==> config.mk <==
export PLATFORM = sky130hd
export DESIGN_NAME = tob_addr_fold
export DESIGN_NICKNAME = d
export VERILOG_FILES = /design/src/hw/rtl/texel_owner_best_barycentric_macros.svh /design/src/hw/rtl/tob_pkg.sv /design/src/hw/rtl/tob_addr_fold.sv
export SDC_FILE = /design/constraint.sdc
export NUM_CORES = 1
export LEC_CHECK = 0
export ABC_AREA = 0
export ABC_CLOCK_PERIOD_IN_PS = 10200
export BUFFER_PORTS_ARGS = -buffer_cell sky130_fd_sc_hd__buf_2
export CAP_MARGIN = 5
export CORE_MARGIN = 5
export CORE_UTILIZATION = 40
export CTS_CLUSTER_DIAMETER = 40
export DETAILED_ROUTE_END_ITERATION = 6
export HOLD_SLACK_MARGIN = 0.12
export SYNTH_ARGS = -nofsm -noshare
export SYNTH_HDL_FRONTEND = slang
export SYNTH_SLANG_ARGS = --single-unit
==> constraint.sdc <==
create_clock -name i_clk -period 10.2 [get_ports i_clk]
set_clock_uncertainty 0.1 [all_clocks]
set_input_delay 1.02 -clock i_clk [delete_from_list [all_inputs] [get_ports i_clk]]
set_output_delay 1.02 -clock i_clk [all_outputs]
set_load 0.02 [all_outputs]
==> src/hw/rtl/texel_owner_best_barycentric_macros.svh <==
// assertion macros for the texel ownership table
// used by texel_owner_best_barycentric; expects i_clk and i_rst_n in scope
`ifndef TEXEL_OWNER_BEST_BARYCENTRIC_MACROS_SVH
`define TEXEL_OWNER_BEST_BARYCENTRIC_MACROS_SVH

// same-cycle implication, checked out of reset
`define TOB_ASSERT_NOW(label, ante, cons, msg) \
    label: assert property (@(posedge i_clk) disable iff (!i_rst_n) (ante) |-> (cons)) \
        else $error(msg);

// next-cycle implication, checked out of reset
`define TOB_ASSERT_NEXT(label, ante, cons, msg) \
    label: assert property (@(posedge i_clk) disable iff (!i_rst_n) (ante) |=> (cons)) \
        else $error(msg);

`endif

==> src/hw/rtl/tob_pkg.sv <==
// shared types and constants for the texel ownership table
// no dependencies
package tob_pkg;

    localparam int unsigned ADDR_W = 16;
    localparam int unsigned WGT_W  = 16;
    localparam int unsigned CFG_IDX_W  = 2;
    localparam int unsigned CFG_DATA_W = 9;

    localparam logic [CFG_IDX_W-1:0] CFG_ROW_WIDTH = 2'd0;
    localparam logic [CFG_IDX_W-1:0] CFG_MIN_TOL   = 2'd1;

    localparam logic [8:0] ROW_WIDTH_RST = 9'd256;
    localparam logic [7:0] MIN_TOL_RST   = 8'd3;

    typedef struct packed {
        logic [7:0]       texel_x;
        logic [7:0]       texel_y;
        logic [WGT_W-1:0] weight_a;
        logic [WGT_W-1:0] weight_b;
        logic [WGT_W-1:0] weight_c;
    } t_in_beat;

    typedef struct packed {
        logic              accepted;
        logic              was_used;
        logic [ADDR_W-1:0] texel_index;
    } t_out_beat;

    // one table entry
    typedef struct packed {
        logic             used;
        logic [WGT_W-1:0] wmin;
        logic [WGT_W-1:0] wmax;
    } t_texel_rec;

    typedef struct packed {
        logic              start;
        logic [ADDR_W-1:0] addr;
    } t_fold_req;

    typedef struct packed {
        logic              done;
        logic [ADDR_W-1:0] slot;
    } t_fold_rsp;

endpackage

==> src/hw/rtl/tob_addr_fold.sv <==
// folds a 16-bit texel address into the table range by reciprocal multiplication
// four registered steps from start to done; depends on tob_pkg
module tob_addr_fold #(
    parameter int unsigned DEPTH = 100
) (
    input  logic               i_clk,
    input  logic               i_rst_n,
    input  tob_pkg::t_fold_req i_req,
    output tob_pkg::t_fold_rsp o_rsp
);

    // floor(2^32 / DEPTH): the quotient estimate is exact or one short
    localparam logic [32:0] RECIP = 33'((64'd1 << 32) / 64'(DEPTH));
    localparam logic [tob_pkg::ADDR_W-1:0] DIVISOR = tob_pkg::ADDR_W'(DEPTH);

    logic                       r_addr_v, r_quot_v, r_rem_v, r_done;
    logic [tob_pkg::ADDR_W-1:0] r_addr, r_addr_q, r_quot, r_rem, r_slot;
    logic [tob_pkg::ADDR_W-1:0] n_quot, n_rem, n_slot;
    logic [47:0]                prod;

    assign prod   = {32'd0, r_addr} * {15'd0, RECIP};
    assign n_quot = prod[47:32];
    // quotient times divisor never exceeds the address, so 16 bits hold it
    assign n_rem  = r_addr_q - r_quot * DIVISOR;
    assign n_slot = (r_rem >= DIVISOR) ? (r_rem - DIVISOR) : r_rem;

    always_ff @(posedge i_clk) begin
        if (!i_rst_n) begin
            r_addr_v <= 1'b0;
            r_quot_v <= 1'b0;
            r_rem_v  <= 1'b0;
            r_done   <= 1'b0;
        end else begin
            r_addr_v <= i_req.start;
            r_quot_v <= r_addr_v;
            r_rem_v  <= r_quot_v;
            r_done   <= r_rem_v;
        end
        if (i_req.start) begin
            r_addr <= i_req.addr;
        end
        r_addr_q <= r_addr;
        r_quot   <= n_quot;
        r_rem    <= n_rem;
        r_slot   <= n_slot;
    end

    assign o_rsp.done = r_done;
    assign o_rsp.slot = r_slot;

endmodule

==> results.tsv, run 1 <==
stage	metric	value	unit
logic_synthesis	distinct cell type count after synthesis	55	
timing	minimum clock period	5.95	ns
clock_network	# resized after CTS	0	
clock_network	cts bufs inserted	9	
detailed_routing	initial DRC count	264	
worst_setup_path	Arr. time, crit path	6.11	ns
clock_network	H-tree levels	3	
worst_setup_path	Worst path slowest cell	fa_1	
timing	fmax	0.168	GHz
worst_setup_path	flop2flop setup slack	4.25	ns
die	Top Ports	36	
worst_setup_path	CP Capture Type	flip-flop	
logic_synthesis	syn_area_per_cell	10.1	µm²
worst_setup_path	CP max FO	8	
worst_hold_path	path type of the worst min-delay path	reg2reg	
worst_setup_path	Buf+Inv Stages, Crit Path	4	
logic_synthesis	share of synthesized area spent on multiplexers	0.110	%
final_layout	commonest non-fill, non-tap cells in the layout	236 x inv_1, 193 x ha_1, 117 x fa_1	
place	Setup WS pre-CTS	4.28	ns
final_layout	most common cell after layout, fill and taps aside	inv_1	
logic_synthesis	largest family of logic cells by synthesized area	adder cells	
logic_synthesis	simple-gate portion of the synthesized area	7.78	%
grt	first-pass GRT wire length	32500	µm
worst_setup_path	most used cell, CP	fa_1	
detailed_routing	Post-DRT Antenna Nets	0	
final_layout	ANT cells	0	
logic_synthesis	Compound-Gate Fraction of Synth Area	7.28	%
worst_setup_path	WS Path Type	reg2reg	
clock_network	Max Root-Sink Buffers	2	
logic_synthesis	Post-synth top flop	dfxtp_1	
logic_synthesis	number of synthesized flops with an enable pin	16	
final_layout	Nets	1272	
logic_synthesis	Seq/Total Area, Yosys	18.9	%
place	hpwl dp	17400	µm
detailed_routing	DR vias	5956	
place	RePlAce Congestion	0.895	
timing	Final Hold Viols	0	
final_layout	share of layout cells above drive strength 1	6.75	%
logic_synthesis	Yosys reg bits	78	
detailed_routing	per-cell routed wire length	15.9	µm
final_layout	Area Overhead vs Synth	8.97	%
timing	RSZ-0062 raised after global routing	false	
logic_synthesis	Syn Inst Count	900	
timing	final setup margin	4.25	ns
timing	Worst-Margin Slew	0.629	ns
die	Die X	161	µm
grt	total grt overflow	0	
worst_setup_path	crit-path cells	inv_1 > fa_1 > fa_1 > fa_1 > inv_1 > fa_1 > fa_1 > inv_1 > fa_1 > inv_1 > ha_1 > and2_1 > nand4_1 > nor2_4 > a2111oi_4 > nand4_1 > a31oi_1 > xnor2_1	
detailed_routing	vias per std cell	4.83	
timing	Slew Limit Fails	0	
clock_network	clk_lat worst skew	0.34	ns
clock_network	clk root buf	clkbuf_16	
grt	largest net degree at the start of global routing	18	
job	Max-cap violations	0	
timing	Setup violations, final	0	
worst_setup_path	Worst Setup Start Kind	flip-flop	
logic_synthesis	synthesized area	0.00910	mm²
detailed_routing	Remaining DRCs	0	
worst_setup_path	crit-path max cell delay	0.59	ns
worst_setup_path	CP delay by family, top	adder cells	
die	core area	0.0225	mm²
die	Initial Utilization	40.5	%
detailed_routing	First-pass DRT Iterations	4	
grt	vias in the first global route	6310	
grt	initial antenna violation count	0	
place	number of port buffers	35	
run_status	outcome	finished, final reports clean	
timing	period utilization	58.3	%
logic_synthesis	Synth Area in Adders	52.3	%
clock_network	Hold-fix buffers, CTS	0	
grt	GRT Total Usage	16.0	%
clock_network	clk sinks	78	
die	Die Area	0.0259	mm²
logic_synthesis	share of flip-flops with an asynchronous set or reset	0	%
worst_setup_path	WP data required	10.37	ns
die	Site Rows	55	
logic_synthesis	Syn Nets	1229	
clock_network	CTS tree	yes	
clock_network	clock transition at the registers of the reported paths	0.06	ns
timing	max_slew headroom	57.4	%
logic_synthesis	Synthesis Warnings	0	
logic_synthesis	area share of xor/xnor cells in the synthesized design	3.75	%
die	Die Y-Extent	161	µm
detailed_routing	total wire length	19600	µm
timing	Setup TNS Final	0	ns
clock_network	post-CTS setup buffer count	0	
stage by stage:
stage	cell area (µm²)	hold WS, ns	util (%)	instances
floorplan	9100	0.210	-	900
global placement	9620	0.212	42.7	1217
detailed placement	9620	0.212	42.7	1217
finish	9920	0.227	44.1	1233
CTS	9920	0.230	44.1	1233
global route	9920	0.232	44.1	1233
metal layers:
layer / up-vias / GRT usage (%) / wire length (µm)
met5: - / 0 / 0
met1: 2820 / 21.8 / 9100
met3: 33 / 3.62 / 1140
met4: 0 / 4.89 / 590
met2: 113 / 25.4 / 8730
li1: 2990 / - / -
synthesized netlist by cell type, drive strengths merged, types with 14 or more instances:
| library cell | instances | share of area, % |
|---|---|---|
| inv | 236 | 9.7 |
| ha | 193 | 27 |
| fa | 117 | 26 |
| dfxtp | 62 | 14 |
| a21oi | 34 | 1.9 |
| nand2 | 27 | 1.1 |
| nor2 | 27 | 1.2 |
| xnor2 | 25 | 2.4 |
| edfxtp | 16 | 5.3 |
| o21ai | 15 | 0.82 |
| nand3 | 14 | 0.77 |
| nor3 | 14 | 0.77 |
| xor2 | 14 | 1.3 |
kinds of logic after synthesis:
kind of cell,after synthesis
DFF,78
muxes,1
buffers and inverters,239
xor gates and xnor gates,39
and+or+nand+nor,135
adders and majority gates,310
AOI/OAI and AO/OA,98
cell type report:
class | instances | area, µm²
well taps | 285 | 357
repair buffers | 35 | 175
inverters | 236 | 886
flip-flops and latches | 78 | 1720
multi-input cells | 583 | 6480
fillers | 2101 | 12600
clock buffers | 11 | 264
clock inverters | 5 | 37.5
registers in the layout, indices dropped and copies added, names as in the netlist:
| signal | count |
|---|---|
| r_addr | 16 |
| r_addr_q | 16 |
| r_rem | 16 |
| r_slot | 16 |
| r_quot | 10 |
| r_addr_v | 1 |
| r_done | 1 |
| r_quot_v | 1 |
| r_rem_v | 1 |
path summary, 6_finish.rpt:
kind	startpoint	to	cells after the start
worst max-delay path	r_addr[5]	r_quot[6]	18
worst min-delay path	r_addr_q[1]	r_rem[1]	0
worst max register to register	r_addr[5]	r_quot[6]	18
worst min register to register	r_addr_q[1]	r_rem[1]	0
worst register-to-register path, cell delays in order (launching register included):
cell and delay [ns]:
edfxtp_1 0.54, inv_1 0.19, fa_1 0.48, fa_1 0.47, fa_1 0.52, inv_1 0.05, fa_1 0.48, fa_1 0.59
inv_1 0.07, fa_1 0.56, inv_1 0.05, ha_1 0.31, and2_1 0.19, nand4_1 0.17, nor2_4 0.07, a2111oi_4 0.47
nand4_1 0.20, a31oi_1 0.24, xnor2_1 0.14
Power of run 1 is not shown: default switching activity piles up to over one toggle a cycle in this logic, so the estimate is an artifact.
==> run 2: changes to the inputs <==
--- a/config.mk
+++ b/config.mk
@@ -6,7 +6,7 @@
 export NUM_CORES = 1
 export LEC_CHECK = 0
 export ABC_AREA = 0
-export ABC_CLOCK_PERIOD_IN_PS = 10200
+export ABC_CLOCK_PERIOD_IN_PS = 5600
 export BUFFER_PORTS_ARGS = -buffer_cell sky130_fd_sc_hd__buf_2
 export CAP_MARGIN = 5
 export CORE_MARGIN = 5
==> constraint.sdc (replaced) <==
create_clock -name i_clk -period 5.6 [get_ports i_clk]
set_clock_uncertainty 0.1 [all_clocks]
set_input_delay 0.56 -clock i_clk [delete_from_list [all_inputs] [get_ports i_clk]]
set_output_delay 0.56 -clock i_clk [all_outputs]
set_load 0.02 [all_outputs]
==> run 2 against run 1 <==
Compared with the run above: die area unchanged; flip-flop and latch count unchanged; first-iteration DRC count increased by 38%; global-route usage increased by 0.95 points; critical path type unchanged; register-to-register slack got worse by 4.2 ns.
==> results.tsv, run 2 (synthesis gave the netlist of run 1 again) <==
stage	metric	value	unit	change
final_layout	Area Overhead vs Synth	18.3	%	
worst_setup_path	Buf+Inv Stages, Crit Path	3		-1
final_layout	most common cell after layout, fill and taps aside	inv_1		
detailed_routing	Post-DRT Antenna Nets	0		unchanged
worst_setup_path	Worst setup endpoint	r_quot[4]		
final_layout	Nets	1343		+5.6%
clock_network	cts bufs inserted	9		unchanged
worst_setup_path	CP delay by family, top	adder cells		
detailed_routing	Remaining DRCs	0		unchanged
run_status	outcome	finished, final reports clean		
clock_network	clk sinks	78		unchanged
detailed_routing	per-cell routed wire length	16.3	µm	+2.9%
worst_setup_path	CP Capture Type	flip-flop		
final_layout	final design utilization	47.9	%	+3.8 points
worst_setup_path	CP Launch Point	r_addr[11]		
timing	period utilization	98.6	%	+40 points
die	Die Y-Extent	161	µm	unchanged
clock_network	Max Root-Sink Buffers	2		unchanged
clock_network	clk root buf	clkbuf_16		
timing	Worst-Margin Slew	0.657	ns	+0.0282 ns
detailed_routing	First-pass DRT Iterations	4		unchanged
worst_setup_path	Worst Setup Start Kind	flip-flop		
worst_setup_path	flop2flop setup slack	0.08	ns	-4.18 ns
worst_setup_path	reg2reg path depth	17		-1
final_layout	share of layout cells above drive strength 1	18.6	%	+12 points
die	Site Rows	55		unchanged
worst_setup_path	crit-path cells	fa_1 > inv_2 > fa_2 > inv_1 > fa_1 > fa_1 > fa_1 > fa_1 > ha_4 > and4_4 > buf_4 > nand4_1 > nor2_2 > o2111ai_4 > a31o_1 > nand2_1 > xor2_1		
clock_network	CTS tree	yes		
grt	largest net degree at the start of global routing	18		unchanged
place	hpwl dp	18300	µm	+5.1%
worst_hold_path	path type of the worst min-delay path	reg2reg		
worst_hold_path	min-delay src	r_addr_q[0]		
grt	GRT Total Usage	16.9	%	+0.95 points
die	Die Area	0.0259	mm²	unchanged
die	Top Ports	36		unchanged
timing	RSZ-0062 raised after global routing	true		
final_layout	storage element area	0.00172	mm²	unchanged
timing	max_slew headroom	55.5	%	-1.9 points
clock_network	clock transition at the registers of the reported paths	0.07	ns	about the same
worst_setup_path	r2r startpoint	r_addr[11]		
worst_setup_path	CP max FO	4		-4
place	Placed Cells	1263		+3.8%
final_layout	fillers	2029		-3.4%
detailed_routing	vias per std cell	4.78		-1.0%
worst_setup_path	crit-path max cell delay	0.63	ns	+0.04 ns
place	number of port buffers	35		unchanged
die	Initial Utilization	40.5	%	unchanged
worst_setup_path	Worst path slowest cell	fa_1		
final_layout	Finished Layout Cells	1304		+5.8%
timing	Slew Limit Fails	0		unchanged
worst_setup_path	WS Path Type	reg2reg		
detailed_routing	initial DRC count	364		+38%
worst_setup_path	most used cell, CP	fa_1		
grt	total grt overflow	0		unchanged
final_layout	ANT cells	0		unchanged
timing	fmax	0.181	GHz	+7.7%
grt	initial antenna violation count	0		unchanged
timing	minimum clock period	5.52	ns	-0.425 ns
clock_network	clk_lat worst skew	0.35	ns	about the same
clock_network	Hold-fix buffers, CTS	0		unchanged
detailed_routing	DR vias	6235		+4.7%
final_layout	area of the multi-input gates	0.00679	mm²	+4.8%
worst_setup_path	WP data required	5.78	ns	-4.59 ns
die	core area	0.0225	mm²	unchanged
timing	Setup violations, final	0		unchanged
place	RePlAce Congestion	0.924		+3.2%
worst_setup_path	worst r2r dst	r_quot[4]		
detailed_routing	total wire length	21300	µm	+8.8%
worst_setup_path	Levels on crit path	17		-1
final_layout	commonest non-fill, non-tap cells in the layout	227 x inv_1, 177 x ha_1, 103 x fa_1		
grt	vias in the first global route	6620		+4.9%
clock_network	H-tree levels	3		unchanged
timing	Final Hold Viols	0		unchanged
job	Max-cap violations	0		unchanged
die	Die X	161	µm	unchanged
grt	first-pass GRT wire length	34400	µm	+5.7%
worst_setup_path	Arr. time, crit path	5.70	ns	-0.41 ns
run 2: area by class of cell:
| class | instances | share of cell area, % |
|---|---|---|
| Multi-Input combinational cell | 583 | 63.1 |
| Sequential cell | 78 | 16.0 |
| Inverter | 236 | 8.23 |
| Timing Repair Buffer | 106 | 6.89 |
| Tap cell | 285 | 3.31 |
| Clock buffer | 10 | 2.13 |
| Clock inverter | 6 | 0.407 |
run 2: worst register-to-register path: stages (launching register included):
cell and delay [ns]:
edfxtp_1 0.44, fa_1 0.63, inv_2 0.06, fa_2 0.53, inv_1 0.05, fa_1 0.51, fa_1 0.44, fa_1 0.51
fa_1 0.47, ha_4 0.31, and4_4 0.21, buf_4 0.11, nand4_1 0.19, nor2_2 0.22, o2111ai_4 0.19, a31o_1 0.25
nand2_1 0.08, xor2_1 0.16
run 2: worst min path at each step:
stage | endpoint | slack [ns] | cells after the start
finish | r_rem[0] | 0.24 | 0
global route | r_rem[1] | 0.24 | 0
CTS | r_rem[1] | 0.24 | 0
detailed placement | r_rem[1] | 0.21 | 0
global placement | r_rem[1] | 0.21 | 0
floorplan | r_rem[0] | 0.21 | 0
run 2: through the flow:
step | TNS, ns | cell area [µm²] | worst slack [ns] | hold WS (ns)
final | 0 | 10800 | 0.0792 | 0.236
after global routing | -0.306 | 10800 | -0.122 | 0.243
after CTS | 0 | 10300 | 0.00839 | 0.237
after detailed placement | -0.247 | 9960 | -0.0927 | 0.215
after global placement | -0.0258 | 9960 | -0.0178 | 0.211
after floorplan | 0 | 9100 | 0.191 | 0.210
run 2: metal layers:
metal  GRT usage [%]  up-vias  wire, µm
li1                -     3130         -
met4            4.69        0       527
met5               0        -         0
met1            22.6     2947      9780
met2            27.7      127      9940
met3            3.80       31      1030
run 2: timing repair:
action	CTS	global route
setup buffers	4	21
pin swaps	8	59
setup endpoints to repair	8	10
gates resized for setup	5	66
Power of run 2 is left out for the same reason.
